===== src/sv/pkvbm_pkg.sv =====
// Shared constants, codes and types of the paged KV block manager.
package pkvbm_pkg;

    // Sizes of the managed resources
    localparam int NUM_BLOCKS_DEF = 256;
    localparam int NUM_SEQS_DEF   = 64;
    localparam int MAX_BPS_DEF    = 32;

    // Widths derived from the sizes
    localparam int BLK_W = $clog2(NUM_BLOCKS_DEF);
    localparam int SEQ_W = $clog2(NUM_SEQS_DEF);
    localparam int IDX_W = $clog2(MAX_BPS_DEF);
    localparam int LEN_W = $clog2(MAX_BPS_DEF + 1);
    localparam int TOP_W = $clog2(NUM_BLOCKS_DEF + 1);
    localparam int TOK_W = 7;
    localparam int ST_W  = 3;
    localparam int KIND_W = 2;

    localparam logic [TOK_W-1:0] TPB_RESET = 7'd16;

    // Operation codes
    localparam logic [KIND_W-1:0] K_ALLOC  = 2'd0;
    localparam logic [KIND_W-1:0] K_APPEND = 2'd1;
    localparam logic [KIND_W-1:0] K_FREE   = 2'd2;
    localparam logic [KIND_W-1:0] K_FORK   = 2'd3;

    // Status codes
    localparam logic [ST_W-1:0] ST_OK       = 3'd0;
    localparam logic [ST_W-1:0] ST_EXISTS   = 3'd1;
    localparam logic [ST_W-1:0] ST_NOMEM    = 3'd2;
    localparam logic [ST_W-1:0] ST_NOTFOUND = 3'd3;
    localparam logic [ST_W-1:0] ST_FULL     = 3'd4;

    // One entry of the per-block table
    typedef struct packed {
        logic [TOK_W-1:0] tok;
        logic [TOK_W-1:0] refs;
    } t_blk_ent;

    // Write request to the per-block table
    typedef struct packed {
        logic             en;
        logic [BLK_W-1:0] addr;
        t_blk_ent         ent;
    } t_blk_wr;

endpackage


===== src/sv/pkvbm_blk_table.sv =====
// Per-block token and reference count table with reset-to-zero valid bits.
module pkvbm_blk_table import pkvbm_pkg::*; (
    input  logic             i_clk,
    input  logic             i_rst_n,
    input  logic [BLK_W-1:0] i_rd_addr,
    output t_blk_ent         o_rd_data,
    input  t_blk_wr          i_wr
);

    t_blk_ent                  r_mem [NUM_BLOCKS_DEF];
    logic [NUM_BLOCKS_DEF-1:0] r_vld;
    t_blk_ent                  r_rd;

    // An entry never written reads as zero counts.
    always_ff @(posedge i_clk) begin
        if (!i_rst_n) begin
            r_vld <= '0;
        end else if (i_wr.en) begin
            r_vld[i_wr.addr] <= 1'b1;
        end
    end

    always_ff @(posedge i_clk) begin
        if (i_wr.en) begin
            r_mem[i_wr.addr] <= i_wr.ent;
        end
        r_rd <= r_vld[i_rd_addr] ? r_mem[i_rd_addr] : '0;
    end

    assign o_rd_data = r_rd;

endmodule


===== config.mk =====
export PLATFORM = sky130hd
export DESIGN_NAME = pkvbm_blk_table
export DESIGN_NICKNAME = d
export VERILOG_FILES = /design/src/sv/pkvbm_pkg.sv /design/src/sv/pkvbm_blk_table.sv
export SDC_FILE = /design/constraint.sdc
export NUM_CORES = 2
export LEC_CHECK = 0
export BUFFER_PORTS_ARGS = -buffer_cell sky130_fd_sc_hd__buf_2
export CAP_MARGIN = 40
export CORE_UTILIZATION = 42
export CTS_BUF_LIST = sky130_fd_sc_hd__clkbuf_16
export CTS_CLUSTER_DIAMETER = 60
export DETAILED_ROUTE_END_ITERATION = 16
export MAX_ROUTING_LAYER = met4
export PLACE_DENSITY = 0.58
export REMOVE_ABC_BUFFERS = 1
export SETUP_SLACK_MARGIN = 0.4
export SLEW_MARGIN = 10
export SYNTH_ARGS = -nofsm -noshare
export SYNTH_HDL_FRONTEND = slang
export SYNTH_SLANG_ARGS = --single-unit

===== constraint.sdc =====
create_clock -name i_clk -period 4 [get_ports i_clk]
set_input_delay 0.8 -clock i_clk [delete_from_list [all_inputs] [get_ports i_clk]]
set_output_delay 0.8 -clock i_clk [all_outputs]
set_load 0.1 [all_outputs]

==> run_results.csv <==
group,metric,value,unit
min_path,hold_depth,1,
synth,synth-main-ff-cell,"edfxtp_1",
power_and_ir_drop,power.switching,18.59,mW
sta,hold_violations,0,
synth,syn_avg_cell_area,19.70,sq um
critical_path,crit_fanout,34,
sta,slew_viol_final,0,
detailed_routing,dr.pass1.iters,7,
synth,ys_ff_latch,3854,
critical_path,crit_path_top_delay_cell,"a211oi_1",
power_and_ir_drop,p_int,66.10,mW
floorplanning,io_pins,47,
final_layout,fin_nets,8308,
clocking,cts_sinks,3854,
min_path,hp-class,"input port to flip-flop",
final_layout,drive_above_1_share,22.63,%
placement,port_buffers,46,
grt,grt-ovfl-total,0,
sta,fin_skew,0.03614,ns
critical_path,r2r_cells,8,
critical_path,crit_path_max_incr_delay,0.67,ns
power_and_ir_drop,power_density,492.1,nW/um^2
synth,seq_area_frac_synth,75.63,%
flow_run,cap_violations,0,
power_and_ir_drop,peakVddDrop,0.3298,mV
synth,synth_cells,7584,
final_layout,fillerInstances,28790,
outcome,status,"finished clean",
synth,ys_types,69,
final_layout,final_area,172100,sq um
detailed_routing,vias,79260,
floorplanning,core_area,353200,sq um
grt,grt_pass1_wl,594400,microns
power_and_ir_drop,power_frac_seq,52.1,%
sta,tightest_slew,1.415,ns
sta,min_period,3.352,ns
critical_path,crit_path_end_kind,"flip-flop",
floorplanning,fp.dieW,598.5,microns
sta,rsz0062_at_grt,"false",
critical_path,crit_path_start_kind,"input port",
floorplanning,start_util,42.31,%
final_layout,layout_commonest_cell,"edfxtp_1",
clocking,htreeDepth,5,
final_layout,final_cell_mix,"3,584 x edfxtp_1, 835 x mux2i_1, 630 x buf_4",
grt,grt_pass1_vias,78000,
critical_path,crit_type,"input port to flip-flop",
power_and_ir_drop,clkPwrFrac,42.3,%
sta,setup_viol,0,
power_and_ir_drop,p_leak,56.91,nW
grt,grt_max_degree,133,
synth,yosys_warnings,0,
detailed_routing,wirelength,424300,microns
power_and_ir_drop,power.share.combinational,5.6,%
clocking,insertion_delay,0.95,ns
sta,relSlewSlack,5.637,%
floorplanning,rows,218,
clocking,cts_buffers,395,
synth,syn-cell-area,149400,sq um
critical_path,path_cells,"buf_8, nand2_4, buf_4, o22ai_1, nor3_1, a211oi_1, nand3_1, buf_12, or4b_1, a21oi_1",
detailed_routing,drcViolationCount,0,
detailed_routing,viasPerCell,5.927,
floorplanning,die_h,598.5,microns
placement,placed_area,159500,sq um
clocking,post-cts-setup-buffers,0,
critical_path,worst_ep_arrival_time,4.23,ns
final_layout,area_delta_synth_final,15.16,%
clocking,cts_tree,"yes",
sta,period_share,83.81,%
clocking,clk_pin_slew_worst_paths,0.06,ns
synth,synth_edf_count,3584,
detailed_routing,drt-wirelength-per-cell,31.73,microns
placement,globalplace.congestion,0.8946,
clocking,clockBufferDepth,4,
detailed_routing,drt_iter0_markers,9675,
power_and_ir_drop,p_sw_share,21.95,%
clocking,cts-root-buf,"clkbuf_16",
final_layout,fin_util,48.72,%
clocking,cts_hold_buf,0,
clocking,post_cts_resized,0,
grt,grt_use_total,23.99,%
critical_path,cp.required,4.88,ns
final_layout,multi_input_area,33120,sq um
grt,antenna_found_initial,39,
detailed_routing,ant_nets,0,
synth,async_flop_share,0,%
final_layout,layout.area.seq,113000,sq um
floorplanning,dieArea,358200,sq um
sta,fmax,298.3,MHz
placement,hpwl,264600,microns
-- path summary, 6_finish.rpt --
| path | endpoint | from | slack (ns) |
|---|---|---|---|
| max | o_rd_data[12] | i_rd_addr[1] | 0.65 |
| min | r_mem[197][3] | i_wr[3] | 0.27 |
| max reg2reg | o_rd_data[12] | r_mem[127][12] | 1.19 |
| min reg2reg | r_vld[64] | r_vld[64] | 0.46 |
-- sequential cells by signal, summed over array words and instances, names as in the netlist --
name	flops
r_mem	3584
r_vld	256
o_rd_data	14
-- layer usage --
| layer | vias up | routed length, microns | track usage (%) | share of wire [%] |
|---|---|---|---|---|
| met5 | - | 0 | - | 0 |
| met2 | 3358 | 201300 | 37.25 | 47 |
| li1 | 33080 | - | - | - |
| met3 | 650 | 30740 | 3.302 | 7.2 |
| met1 | 42180 | 177100 | 32.85 | 42 |
| met4 | 0 | 15070 | 7.790 | 3.6 |
-- cells in the mapped netlist (10+ instances only) --
master / instances / area (sq um)
a211oi_1: 49 / 367.9
a21oi_1: 172 / 860.8
a221oi_1: 13 / 113.9
a222oi_1: 13 / 130.1
and3_1: 13 / 81.33
buf_1: 29 / 108.9
buf_12: 27 / 540.5
buf_2: 68 / 340.3
buf_4: 58 / 435.4
buf_6: 56 / 630.6
buf_8: 23 / 345.3
clkbuf_1: 223 / 837.1
dfxtp_1: 270 / 5405
edfxtp_1: 3584 / 107600
mux2_2: 15 / 168.9
mux2i_1: 835 / 8358
mux4_1: 15 / 394.1
mux4_2: 566 / 12750
nand2_1: 73 / 274.0
nand3_1: 48 / 240.2
nand4_1: 12 / 75.07
nor2_1: 279 / 1047
nor2b_1: 10 / 62.56
nor3_1: 152 / 760.7
o21a_1: 256 / 1922
o21ai_0: 39 / 195.2
o221ai_1: 301 / 2636
o221ai_2: 10 / 150.1
o22ai_1: 232 / 1451
o31ai_1: 15 / 112.6
o41ai_1: 11 / 96.34
or3_1: 18 / 112.6
-- stage by stage --
stage / setup WS (ns) / hold slack [ns] / total power, mW / TNS (ns) / std cells
floorplan: -5.653 / 0.4324 / 46.76 / -76.63 / 7090
finish: 0.6475 / 0.2727 / 84.69 / 0 / 13370
detailed placement: -0.2063 / 0.4472 / 49.72 / -0.7303 / 12610
global route: 0.7456 / 0.2275 / 86.85 / 0 / 13370
global placement: -0.2156 / 0.4390 / 49.65 / -0.7098 / 12610
CTS: 0.8121 / 0.2137 / 85.18 / 0 / 13350
-- worst max-delay path, delay by kind of cell --
kind            cells  cell delay (ns)
compound gates      3             1.29
buf+inv             3             0.83
simple gates        4             1.19
-- layout make-up --
class,instances,area share [%]
Inverter,6,0.02181
Timing Repair Buffer,788,4.288
Tap cell,4730,3.439
Antenna cell,28,0.04071
Multi-Input combinational cell,3230,19.24
Clock buffer,400,5.816
Sequential cell,3854,65.68
Clock inverter,337,1.472
-- cells by family (layout without fill, tap and decap cells) --
kind of cell,count (synthesis),after routing,share of synthesized area [%]
multiplexers,1431,1431,14.50
AO/OA/AOI/OAI,1145,1145,5.593
flip-flops,3854,3854,75.63
buffers and inverters,500,1531,2.242
AND/OR/NAND/NOR,654,654,2.032
other,0,28,0
-- power groups by stage --
| stage | logic [mW] | clock network [mW] | registers, mW |
|---|---|---|---|
| 3_5_place_dp | 4.70 | 0 | 45.0 |
| 2_1_floorplan | 1.65 | 0 | 45.1 |
| 4_1_cts | 4.71 | 36.3 | 44.2 |
| 5_1_grt | 4.90 | 37.8 | 44.1 |
| 6_report | 4.72 | 35.8 | 44.2 |
| 3_3_place_gp | 4.64 | 0 | 45.0 |
(Power assumes the default switching activity.)
